File: config.mk
export PLATFORM = sky130hd
export DESIGN_NAME = resp_request_parser
export DESIGN_NICKNAME = d
export VERILOG_FILES = /design/src/hdl/rrp_pkg.sv /design/src/hdl/resp_request_parser.sv /design/src/hdl/rrp_core.sv
export SDC_FILE = /design/constraint.sdc
export NUM_CORES = 1
export LEC_CHECK = 0
export BUFFER_PORTS_ARGS = -buffer_cell sky130_fd_sc_hd__clkbuf_2
export CAP_MARGIN = 10
export CORE_UTILIZATION = 45
export CTS_CLUSTER_SIZE = 25
export DETAILED_ROUTE_END_ITERATION = 10
export GPL_TIMING_DRIVEN = 0
export PLACE_DENSITY = 0.62
export SYNTH_ARGS = -nofsm -noshare
export SYNTH_HDL_FRONTEND = slang
export SYNTH_SLANG_ARGS = --single-unit
File: constraint.sdc
create_clock -name aclk -period 11.9 [get_ports aclk]
set_clock_uncertainty 0.2 [all_clocks]
set_input_delay 2.38 -clock aclk [delete_from_list [all_inputs] [get_ports aclk]]
set_output_delay 2.38 -clock aclk [all_outputs]
set_load 0.05 [all_outputs]
File: src/hdl/rrp_pkg.sv
`timescale 1ns / 1ps

package rrp_pkg;

    // Width of the number accumulator for count and length lines.
    localparam int NUMBER_WIDTH = 32;
    localparam int TOKEN_WIDTH  = 31;
    localparam int ACC_EXT      = NUMBER_WIDTH + 4;

    localparam logic [7:0] CH_STAR   = 8'h2A;
    localparam logic [7:0] CH_DOLLAR = 8'h24;
    localparam logic [7:0] CH_MINUS  = 8'h2D;
    localparam logic [7:0] CH_ZERO   = 8'h30;
    localparam logic [7:0] CH_NINE   = 8'h39;
    localparam logic [7:0] CH_CR     = 8'h0D;
    localparam logic [7:0] CH_LF     = 8'h0A;

    localparam logic [1:0] TRAILER_BYTES = 2'd2;

    typedef enum logic [2:0] {
        FAIL_NONE       = 3'd0,
        FAIL_LEAD_BYTE  = 3'd1,
        FAIL_NUMBER     = 3'd2,
        FAIL_NEG_COUNT  = 3'd3,
        FAIL_BAD_LENGTH = 3'd4
    } fail_code_t;

    typedef enum logic [6:0] {
        PH_STAR    = 7'b0000001,
        PH_COUNT   = 7'b0000010,
        PH_DOLLAR  = 7'b0000100,
        PH_LEN     = 7'b0001000,
        PH_PAYLOAD = 7'b0010000,
        PH_TRAILER = 7'b0100000,
        PH_ERROR   = 7'b1000000
    } phase_t;

    // One result per accepted byte.
    typedef struct packed {
        logic                   payload_valid;
        logic [7:0]             payload_byte;
        logic [TOKEN_WIDTH-1:0] token_index;
        logic                   token_done;
        logic                   token_null;
        logic                   command_done;
        logic                   failed;
        fail_code_t             fail_code;
    } rrp_result_t;

endpackage

File: src/hdl/resp_request_parser.sv
`timescale 1ns / 1ps
// The result of an accepted byte passes through the output stage registers to the master side.
// Throughput: one byte per cycle while the skid is free; parser state is updated in the cycle a byte is taken.
// A two-entry output stage (result register plus skid register) keeps input flowing under stalls.
// Reset: aresetn is synchronous and active low; it returns the parser to the command start
// and empties the output stage.

module resp_request_parser (
    input  logic        aclk,
    input  logic        aresetn,

    input  logic        s_tvalid,
    output logic        s_tready,
    input  logic [7:0]  s_tdata,   // [7:0] in_byte
    input  logic        s_tuser,   // [0] clear

    output logic        m_tvalid,
    input  logic        m_tready,
    output logic [47:0] m_tdata,   // [7:0] payload_byte, [38:8] token_index, [39] token_done,
                                   // [40] token_null, [41] command_done, [42] failed,
                                   // [45:43] fail_code, [47:46] zero
    output logic        m_tuser    // [0] payload_valid
);
    import rrp_pkg::*;

    // A byte is taken whenever the skid register is free; the skid register
    // only fills when the result register is held by the downstream side.
    logic        accept;
    rrp_result_t core_result;

    rrp_result_t out_reg;
    logic        out_valid_reg;
    rrp_result_t skid_reg;
    logic        skid_valid_reg;

    assign s_tready = !skid_valid_reg;
    assign accept   = s_tvalid && s_tready;

    // The core holds all parser state and produces this byte's result.
    rrp_core u_core (
        .aclk     (aclk),
        .aresetn  (aresetn),
        .accept_i (accept),
        .byte_i   (s_tdata),
        .clear_i  (s_tuser),
        .result_o (core_result)
    );

    // Output stage. When the result register can move, it takes the skid
    // entry first (the skid being full means no byte was accepted), else the
    // fresh result. When it is stalled, a fresh result parks in the skid.
    always_ff @(posedge aclk) begin
        if (!aresetn) begin
            out_valid_reg  <= 1'b0;
            skid_valid_reg <= 1'b0;
        end else if (!out_valid_reg || m_tready) begin
            if (skid_valid_reg) begin
                out_valid_reg  <= 1'b1;
                skid_valid_reg <= 1'b0;
            end else begin
                out_valid_reg <= accept;
            end
        end else if (accept) begin
            skid_valid_reg <= 1'b1;
        end
    end

    // Payload registers carry no reset.
    always_ff @(posedge aclk) begin
        if (!out_valid_reg || m_tready) begin
            if (skid_valid_reg) begin
                out_reg <= skid_reg;
            end else if (accept) begin
                out_reg <= core_result;
            end
        end else if (accept) begin
            skid_reg <= core_result;
        end
    end

    assign m_tvalid = out_valid_reg;
    assign m_tuser  = out_reg.payload_valid;
    assign m_tdata  = {2'b00,
                       out_reg.fail_code,
                       out_reg.failed,
                       out_reg.command_done,
                       out_reg.token_null,
                       out_reg.token_done,
                       out_reg.token_index,
                       out_reg.payload_byte};

    // The skid register never holds a result unless the result register does.
    assert property (@(posedge aclk) disable iff (!aresetn)
        skid_valid_reg |-> out_valid_reg)
        else $error("skid entry present with an empty result register");

    // An error result always carries a nonzero failure code.
    assert property (@(posedge aclk) disable iff (!aresetn)
        (out_valid_reg && out_reg.failed) |-> (out_reg.fail_code != FAIL_NONE))
        else $error("error result without a failure code");

    // A payload byte never completes a token or a command itself.
    assert property (@(posedge aclk) disable iff (!aresetn)
        (out_valid_reg && out_reg.payload_valid) |->
            (!out_reg.token_done && !out_reg.command_done))
        else $error("payload byte flagged as token or command end");

    // A completed command is never reported together with an error.
    assert property (@(posedge aclk) disable iff (!aresetn)
        (out_valid_reg && out_reg.command_done) |-> !out_reg.failed)
        else $error("command completion reported in the error state");

endmodule

File: src/hdl/rrp_core.sv
`timescale 1ns / 1ps

module rrp_core (
    input  logic                aclk,
    input  logic                aresetn,
    input  logic                accept_i,
    input  logic [7:0]          byte_i,
    input  logic                clear_i,
    output rrp_pkg::rrp_result_t result_o
);
    import rrp_pkg::*;

    localparam logic [ACC_EXT-1:0] HALF = ACC_EXT'(1) << (NUMBER_WIDTH - 1);

    phase_t                  phase_reg, phase_next;
    logic [NUMBER_WIDTH-1:0] acc_reg, acc_next;
    logic                    neg_reg, neg_next;
    logic                    seen_reg, seen_next;
    logic                    stopped_reg, stopped_next;
    logic                    cr_reg, cr_next;
    logic [TOKEN_WIDTH-1:0]  tokens_left_reg, tokens_left_next;
    logic [TOKEN_WIDTH-1:0]  token_count_reg, token_count_next;
    logic [TOKEN_WIDTH-1:0]  payload_left_reg, payload_left_next;
    logic [1:0]              trailer_reg, trailer_next;
    fail_code_t              error_reg, error_next;

    // Number line datapath: one digit folded in per byte, saturating one
    // past the magnitude limit so that overflow stays visible.
    logic [ACC_EXT-1:0]      limit;
    logic [ACC_EXT-1:0]      acc_times_ten;
    logic [ACC_EXT-1:0]      acc_sat;
    logic                    is_digit;
    logic                    number_ok;
    logic                    acc_zero;
    logic                    acc_one;
    logic [TOKEN_WIDTH-1:0]  tokens_dec;
    logic [TOKEN_WIDTH-1:0]  payload_dec;
    logic [1:0]              trailer_dec;

    assign limit         = neg_reg ? HALF : HALF - ACC_EXT'(1);
    assign is_digit      = (byte_i >= CH_ZERO) && (byte_i <= CH_NINE);
    // Ten times the accumulator is eight times plus two times, then the digit.
    assign acc_times_ten = {1'b0, acc_reg, 3'b000} + {3'b000, acc_reg, 1'b0} +
                           {4'b0000, NUMBER_WIDTH'(byte_i - CH_ZERO)};
    assign acc_sat       = (acc_times_ten > limit) ? limit + ACC_EXT'(1) : acc_times_ten;
    assign number_ok     = seen_reg && ({4'b0000, acc_reg} <= limit);
    assign acc_zero      = (acc_reg == '0);
    assign acc_one       = (acc_reg == NUMBER_WIDTH'(1));
    assign tokens_dec    = tokens_left_reg - TOKEN_WIDTH'(1);
    assign payload_dec   = payload_left_reg - TOKEN_WIDTH'(1);
    assign trailer_dec   = trailer_reg - 2'd1;

    always_comb begin
        phase_next        = phase_reg;
        acc_next          = acc_reg;
        neg_next          = neg_reg;
        seen_next         = seen_reg;
        stopped_next      = stopped_reg;
        cr_next           = cr_reg;
        tokens_left_next  = tokens_left_reg;
        token_count_next  = token_count_reg;
        payload_left_next = payload_left_reg;
        trailer_next      = trailer_reg;
        error_next        = error_reg;

        result_o               = '0;
        result_o.token_index   = token_count_reg;

        if (clear_i) begin
            phase_next           = PH_STAR;
            acc_next             = '0;
            neg_next             = 1'b0;
            seen_next            = 1'b0;
            stopped_next         = 1'b0;
            cr_next              = 1'b0;
            tokens_left_next     = '0;
            token_count_next     = '0;
            payload_left_next    = '0;
            trailer_next         = '0;
            error_next           = FAIL_NONE;
            result_o.token_index = '0;
        end else begin
            unique case (phase_reg)
                PH_STAR: begin
                    if (byte_i == CH_STAR) begin
                        acc_next             = '0;
                        neg_next             = 1'b0;
                        seen_next            = 1'b0;
                        stopped_next         = 1'b0;
                        cr_next              = 1'b0;
                        token_count_next     = '0;
                        result_o.token_index = '0;
                        phase_next           = PH_COUNT;
                    end else begin
                        phase_next = PH_ERROR;
                        error_next = FAIL_LEAD_BYTE;
                    end
                end
                PH_COUNT, PH_LEN: begin
                    if (cr_reg && (byte_i == CH_LF)) begin
                        // End of the number line: judge the value.
                        cr_next = 1'b0;
                        if (!number_ok) begin
                            phase_next = PH_ERROR;
                            error_next = FAIL_NUMBER;
                        end else if (phase_reg == PH_COUNT) begin
                            if (neg_reg && !acc_zero) begin
                                phase_next = PH_ERROR;
                                error_next = FAIL_NEG_COUNT;
                            end else if (acc_zero) begin
                                result_o.command_done = 1'b1;
                                phase_next            = PH_STAR;
                            end else begin
                                tokens_left_next = TOKEN_WIDTH'(acc_reg);
                                token_count_next = '0;
                                phase_next       = PH_DOLLAR;
                            end
                        end else begin
                            if (neg_reg && acc_one) begin
                                // Null bulk string completes the token at once.
                                result_o.token_null = 1'b1;
                                result_o.token_done = 1'b1;
                                token_count_next    = token_count_reg + TOKEN_WIDTH'(1);
                                tokens_left_next    = tokens_dec;
                                if (tokens_dec == '0) begin
                                    result_o.command_done = 1'b1;
                                    token_count_next      = '0;
                                    phase_next            = PH_STAR;
                                end else begin
                                    phase_next = PH_DOLLAR;
                                end
                            end else if (neg_reg && !acc_zero) begin
                                phase_next = PH_ERROR;
                                error_next = FAIL_BAD_LENGTH;
                            end else if (acc_zero) begin
                                trailer_next = TRAILER_BYTES;
                                phase_next   = PH_TRAILER;
                            end else begin
                                payload_left_next = TOKEN_WIDTH'(acc_reg);
                                phase_next        = PH_PAYLOAD;
                            end
                        end
                    end else if (cr_reg) begin
                        // A lone CR is line text and ends the digits.
                        stopped_next = 1'b1;
                        cr_next      = (byte_i == CH_CR);
                    end else if (byte_i == CH_CR) begin
                        cr_next = 1'b1;
                    end else if (!stopped_reg) begin
                        if (is_digit) begin
                            acc_next  = NUMBER_WIDTH'(acc_sat);
                            seen_next = 1'b1;
                        end else if ((byte_i == CH_MINUS) && !seen_reg && !neg_reg) begin
                            neg_next = 1'b1;
                        end else begin
                            stopped_next = 1'b1;
                        end
                    end
                end
                PH_DOLLAR: begin
                    if (byte_i == CH_DOLLAR) begin
                        acc_next     = '0;
                        neg_next     = 1'b0;
                        seen_next    = 1'b0;
                        stopped_next = 1'b0;
                        cr_next      = 1'b0;
                        phase_next   = PH_LEN;
                    end else begin
                        phase_next = PH_ERROR;
                        error_next = FAIL_LEAD_BYTE;
                    end
                end
                PH_PAYLOAD: begin
                    result_o.payload_valid = 1'b1;
                    result_o.payload_byte  = byte_i;
                    payload_left_next      = payload_dec;
                    if (payload_dec == '0) begin
                        trailer_next = TRAILER_BYTES;
                        phase_next   = PH_TRAILER;
                    end
                end
                PH_TRAILER: begin
                    trailer_next = trailer_dec;
                    if (trailer_dec == 2'd0) begin
                        result_o.token_done = 1'b1;
                        token_count_next    = token_count_reg + TOKEN_WIDTH'(1);
                        tokens_left_next    = tokens_dec;
                        if (tokens_dec == '0) begin
                            result_o.command_done = 1'b1;
                            token_count_next      = '0;
                            phase_next            = PH_STAR;
                        end else begin
                            phase_next = PH_DOLLAR;
                        end
                    end
                end
                PH_ERROR: begin
                    phase_next = PH_ERROR;
                end
                default: begin
                    phase_next = PH_ERROR;
                end
            endcase
        end

        result_o.failed    = (phase_next == PH_ERROR);
        result_o.fail_code = error_next;
    end

    always_ff @(posedge aclk) begin
        if (!aresetn) begin
            phase_reg        <= PH_STAR;
            acc_reg          <= '0;
            neg_reg          <= 1'b0;
            seen_reg         <= 1'b0;
            stopped_reg      <= 1'b0;
            cr_reg           <= 1'b0;
            tokens_left_reg  <= '0;
            token_count_reg  <= '0;
            payload_left_reg <= '0;
            trailer_reg      <= '0;
            error_reg        <= FAIL_NONE;
        end else if (accept_i) begin
            phase_reg        <= phase_next;
            acc_reg          <= acc_next;
            neg_reg          <= neg_next;
            seen_reg         <= seen_next;
            stopped_reg      <= stopped_next;
            cr_reg           <= cr_next;
            tokens_left_reg  <= tokens_left_next;
            token_count_reg  <= token_count_next;
            payload_left_reg <= payload_left_next;
            trailer_reg      <= trailer_next;
            error_reg        <= error_next;
        end
    end

endmodule

---- Word-level counts from Yosys, hierarchy flattened ----
Index checks and enable logic that the tools add are counted.
word-level totals
  bits in registers ....................... 237
  input port bits ......................... 13
  output and inout bits ................... 51
  logic and storage cells ................. 236
cells by class
  add/sub/neg operators ................... 8
  order comparisons ....................... 4
  equality and inequality tests ........... 35
  muxes and demuxes ....................... 122
  bitwise operators ....................... 2
  reduce and logical (&&, ||, !) cells .... 36
operator list
  kind                                                    number
  2-to-1 mux 31 bit                                       25
  2-to-1 mux 32 bit                                       10
  one-hot mux 31 bit (2 select lines)                     2
  one-hot mux 32 bit (3 select lines)                     1
  2-to-1 mux 47 bit                                       2
  one-hot mux 31 bit (3 select lines)                     1
  2-to-1 mux 7 bit                                        11
  zero test 31 bit                                        2
  subtractor 31 x 1 -> 31 bit (second input constant)     2
  2-to-1 mux 3 bit                                        15
  adder 35 x 33 -> 36 bit                                 1
  adder 36 x 32 -> 36 bit                                 1
  > comparator 36 x 32 -> 1 bit                           1
  <= comparator 32 x 36 -> 1 bit                          1
  one-hot mux 7 bit (5 select lines)                      1
  2-to-1 mux 1 bit                                        34
  adder 32 x 1 -> 32 bit (second input constant)          1
  == test 32 x 1 -> 1 bit (second input constant)         1
  zero test 32 bit                                        1
  adder 31 x 1 -> 31 bit (second input constant)          1
  inequality test 3 x 2 -> 1 bit (second input constant)  9
  inequality test 3 bit (second input constant)           9
  == test 8 x 6 -> 1 bit (second input constant)          3
  AND reduction 8 bit                                     3
  36 further kinds                                        69

---- Logic depth before layout (Yosys ltp) ----
  word-level depth ........................ 13
  gate-level depth with buffers ........... 25
  gate-level depth less buffers ........... 24

---- Hierarchy ----
Synthesis repeated with hierarchy kept, for this count alone.
unflattened totals
  cell total of the unflattened synthesis .. 1975
  area total of the unflattened synthesis .. 17229.0 um^2
by module, submodules not included
  module               times used  cells an instance  area each (um^2)
  rrp_core             1           1815               13480.4
  resp_request_parser  1           160                3748.6

---- Worst setup path before layout ----
OpenSTA, ideal clock, no wires.
  path type ............................... input to register
  start point ............................. input port s_tdata[4]
  end point ............................... register u_core.acc_reg[22]
  setup time .............................. 0.060 ns
  arrival time ............................ 9.707 ns
  required time ........................... 11.640 ns
  slack ................................... 1.933 ns
  cell stages on the path ................. 22
  cell sequence ........................... ha_1 -> nor3_1 -> fa_1 -> ha_1 -> a21o_1 -> or4b_2 -> a41o_1 -> a21o_1 -> a21o_1 -> a2111oi_0 -> nand3b_1 -> ha_1 -> a21oi_1 -> o21ai_0 -> a221oi_1 -> o21ai_0 -> a21oi_1 -> o21ai_0 -> a2111oi_0 -> and3_1 -> buf_2 -> a22o_1
between the ends
  cells in the longest elaborated chain, start to end .. 11
RTL lines
  what                                 RTL line                   text
  start: declaration                   resp_request_parser.sv:14  input logic [7:0] s_tdata,
  subtractor 8 x 6 -> 9 bit            rrp_core.sv:44             {4'b0000, NUMBER_WIDTH'(byte_i - CH_ZERO)};
  adder 36 x 32 -> 36 bit              rrp_core.sv:43             assign acc_times_ten = {1'b0, acc_reg, 3'b000} + {3'b000, acc_reg, 1'b0} +
  > comparator 36 x 32 -> 1 bit        rrp_core.sv:45             assign acc_sat = (acc_times_ten > limit) ? limit + ACC_EXT'(1) : acc_times_ten;
  2-to-1 mux 32 bit                    rrp_core.sv:45
  2-to-1 mux 32 bit                    rrp_core.sv:150            if (is_digit) begin
  2-to-1 mux 32 bit                    rrp_core.sv:149            end else if (!stopped_reg) begin
  2-to-1 mux 32 bit                    rrp_core.sv:147            end else if (byte_i == CH_CR) begin
  2-to-1 mux 32 bit                    rrp_core.sv:143            end else if (cr_reg) begin
  2-to-1 mux 32 bit                    rrp_core.sv:100            if (cr_reg && (byte_i == CH_LF)) begin
  one-hot mux 32 bit (3 select lines)  rrp_core.sv:83             unique case (phase_reg)
  2-to-1 mux 32 bit                    rrp_core.sv:69             if (clear_i) begin
  end signal: assignment               rrp_core.sv:225            acc_reg <= acc_next;
  end: declaration                     rrp_core.sv:16             logic [NUMBER_WIDTH-1:0] acc_reg, acc_next;
Several ways; a longest one is shown, not always the timed one. The select of a mux whose other input is x is not followed.
A chain may end at the register's enable or synchronous reset.

---- Worst setup path in the final report ----
  start point ............................. input port s_tdata[4]
  end point ............................... register u_core.acc_reg[1]
The elaborated chain is that of the path after synthesis.

==> summary.md <==
| Metric | Value |
|---|---|
| Outcome | complete, but fails checks |
| Violated checks | DRC |
| Largest net degree at the start of global routing | 50 |
| Pwr dens | ~110 nW/µm² |
| First drt pass iteration count | 10 |
| Clock sink count | about 240 |
| Top post-synthesis cells by area | dfxtp_1 17%, edfxtp_1 17%, ha_1 8.2% |
| VDD IR max | between 0.1 and 0.15 mV |
| Final setup TNS | 0 ps |
| Commonest cells after routing, fill and taps aside | 167 x nand2_1, 164 x a21oi_1, 142 x nor2_1, 142 x dfxtp_1, 130 x o21ai_0 |
| Max cap viols | 0 |
| Total number of vias | around 16,000 |
| Synth unique cells | 76 |
| CP Data Arrival Time | between 9000 and 10,000 ps |
| Final setup fails | 0 |
| Hold Path Depth | 2 |
| Largest register FFs | 47 |
| Final design utilization | 51.3% |
| Fraction of layout cells with a size suffix above 1 | under 10% |
| IO Pins | between 60 and 70 |
| Min cycle time layout | approximately 9000 ps |
| GPL Wtd Cong | 0.965 |
| Post-route clock period utilization | around three quarters |
| Chip Height | around 190 µm |
| Setup crit start kind | input port |
| Hold-fix buffers, CTS | 0 |
| Max Root-Sink Buffers | 3 |
| Worst r2r path cells | 21 |
| Most used cell, CP | ha_1 |
| Wl on met1 | ~25,000 µm |
| Ys Warns | 0 |
| Final wirelength | ~53,000 µm |
| Worst hold path type | flop to flop |
| Antenna Violating Nets Remaining | 0 |
| Reg2reg start | u_core.acc_reg[3]$_SDFFE_PN0P_ |
| Htree depth | 1 |
| WL met2 | ~23,000 µm |
| CP max stage cell | or4b_2 |
| RSZ-0062 raised after global routing | no |
| Placed cells | about 2,400 |
| Core area | about 36,000 µm² |
| Post-CTS Setup Bufs | 0 |
| Average cell area after synthesis | 8.59 µm² |
| Post-DR wirelength/cell | ~21 µm |
| CTS resizes | 0 |
| Pins Over Slew Limit | 0 |
| CTS root buf | clkbuf_16 |
| Synth async-reset ratio | 0% |
| CTS tree | built |
| Met3 WL | 4250 µm |
| CP max FO | 10 |
| Iteration-0 DRC Markers | between 1,500 and 2,000 |
| Number of global-route vias before repair | around 15,000 |
| Post-synth top area cell | dfxtp_1 |
| Die area | 37,400 µm² |
| Starting density of the core | 46.1% |
| DR top layer | met5 |
| Setup crit start | s_tdata[4] |
| Number of buffers created by CTS | 28 |
| Row cnt | slightly below 70 |
| Leakage Power | between 7 and 8 nW |
| Total power | roughly 2.1 mW |
| CP required | approximately 12,000 ps |
| PortBufs | 60 |
| #FFs+latches synth | between 200 and 250 |
| ANT cells | 0 |
| Post-synthesis sequential area ratio | between 30% and 40% |
| Hold Slack | roughly 280 ps |
| Nets@finish | between 2,000 and 2,500 |
| Gate Count Post-Synth | approximately 1,900 |
| Hold Crit Start | u_core.trailer_reg[1]$_SDFFE_PN0P_ |
| Antenna violations before repair | 3 |
| Worst-skew pair later-pin latency | between 500 and 600 ps |
| EDFF count, synth | 94 |
| Slew @ Worst Pin | approximately 910 ps |
| Chip Width | about 190 µm |
| Clk pin slew, worst setup/hold paths | around 60 ps |
| Wire length of the first global-routing pass | ~83,000 µm |
| Global route overflow | 0 |
| CP max stage delay | around 690 ps |
| Final hold violations | 0 |
| Commonest non-fill, non-tap cell in the layout | nand2_1 |
| Drt drc | 10 |
| Setup CP Type | input port to flop |
| DR vias/cell | ~6.3 |
| Cell area after synthesis | roughly 16,000 µm² |
| Final HPWL DP | just under 40,000 µm |
| Crit path capture type | flop |
| Top FF cell, synth | dfxtp_1 |
| Worst path cell trace | clkbuf_2 -> ha_1 -> nor3_2 -> buf_6 -> fa_1 -> ha_1 -> a21oi_1 -> or4b_2 -> a41o_1 -> a21boi_0 -> nand2b_1 -> o311ai_0 -> ha_1 -> nand4_1 -> nor4_1 -> nand3_1 -> a21oi_1 -> o21ai_0 -> a2111oi_0 -> and3_1 -> buf_2 -> a22o_1 |
| Peak Freq | between 100 and 150 MHz |
| Area growth from synthesis to layout | 11.4% |
| Total Routing Usage GR | between 20 and 30% |
| Top cell type's share of synthesized area | 17.4% |
| Final instance count without filler cells | around 2,500 |
| Slew Limit Headroom | 38.8% |
[cells in the mapped netlist (15+ instances only)]
cell      number
edfxtp_1      94
or4_1         15
inv_1         59
nor3_1        63
a22o_1        32
nor2_1       143
ha_1         108
clkbuf_1      96
nor4_1        33
a21o_1        21
o21ai_0      130
o21ai_1       15
fa_1          30
xnor2_1       37
xor2_1        29
and3_1        54
o31ai_1       32
a21oi_1      164
a211oi_1      17
nand3_1       72
or3_1         23
dfxtp_1      143
o21a_1        15
mux2_2        37
nand4_1       64
a31oi_1       22
nand2_1      167
[worst max-delay path: cells and delay by family]
family,cells,cell delay (ps)
AO/OA/AOI/OAI,8,2040
adder cells (fa/ha/maj),4,1470
buffers and inverters,3,680
AND/OR/NAND/NOR,7,2740
[per-layer routing]
metal	up-vias	track usage, %
li1	7410	-
met4	4	7.50
met3	94	4.27
met1	7505	40.8
met2	635	42.7
met5	-	0.128
[path summary, 6_finish.rpt]
| path | slack [ps] | to |
|---|---|---|
| min reg2reg | 280 | u_core.trailer_reg[1]$_SDFFE_PN0P_ |
| min | 280 | u_core.trailer_reg[1]$_SDFFE_PN0P_ |
| max | 2890 | u_core.acc_reg[1]$_SDFFE_PN0P_ |
| max reg2reg | 5120 | u_core.acc_reg[1]$_SDFFE_PN0P_ |
[report_power, final]
part | internal, mW | leakage [nW] | switching, mW | total [mW]
Combinational | 0.102 | 4.86 | 0.221 | 0.323
Sequential | 0.865 | 2.01 | 0.0121 | 0.877
Clock | 0.478 | 0.426 | 0.376 | 0.854
[logic make-up (layout without fill, tap and decap cells)]
family                     after synthesis  in the layout  share of synthesized area [%]
buffers and inverters                  175            293                           4.13
xor gates and xnor gates                66             66                           3.50
adders and majority gates              138            138                           11.8
DFF                                    237            237                           34.5
other                                    1              2                         0.0227
AOI/OAI and AO/OA                      537            537                           20.4
and+or+nand+nor                        723            723                           22.8
muxes                                   43             43                           2.89
[through the flow]
step / instance area [µm²] / worst slack [ps]
2_1_floorplan: 16500 / 1930
3_3_place_gp: 17400 / -372
3_5_place_dp: 17500 / 2380
4_1_cts: 18400 / 2950
5_1_grt: 18400 / 2380
6_report: 18400 / 2890
[cell type report]
cell class              count  area (µm²)
plain buffers             115         457
well taps                 461         577
clock inverters            22         196
inverters                  60         225
multi-input cells        1509       10100
flip-flops and latches    237        5690
fillers                  3353       17400
clock buffers              30         708
repair buffers             66         388
Power figures use the tool's default switching activity.
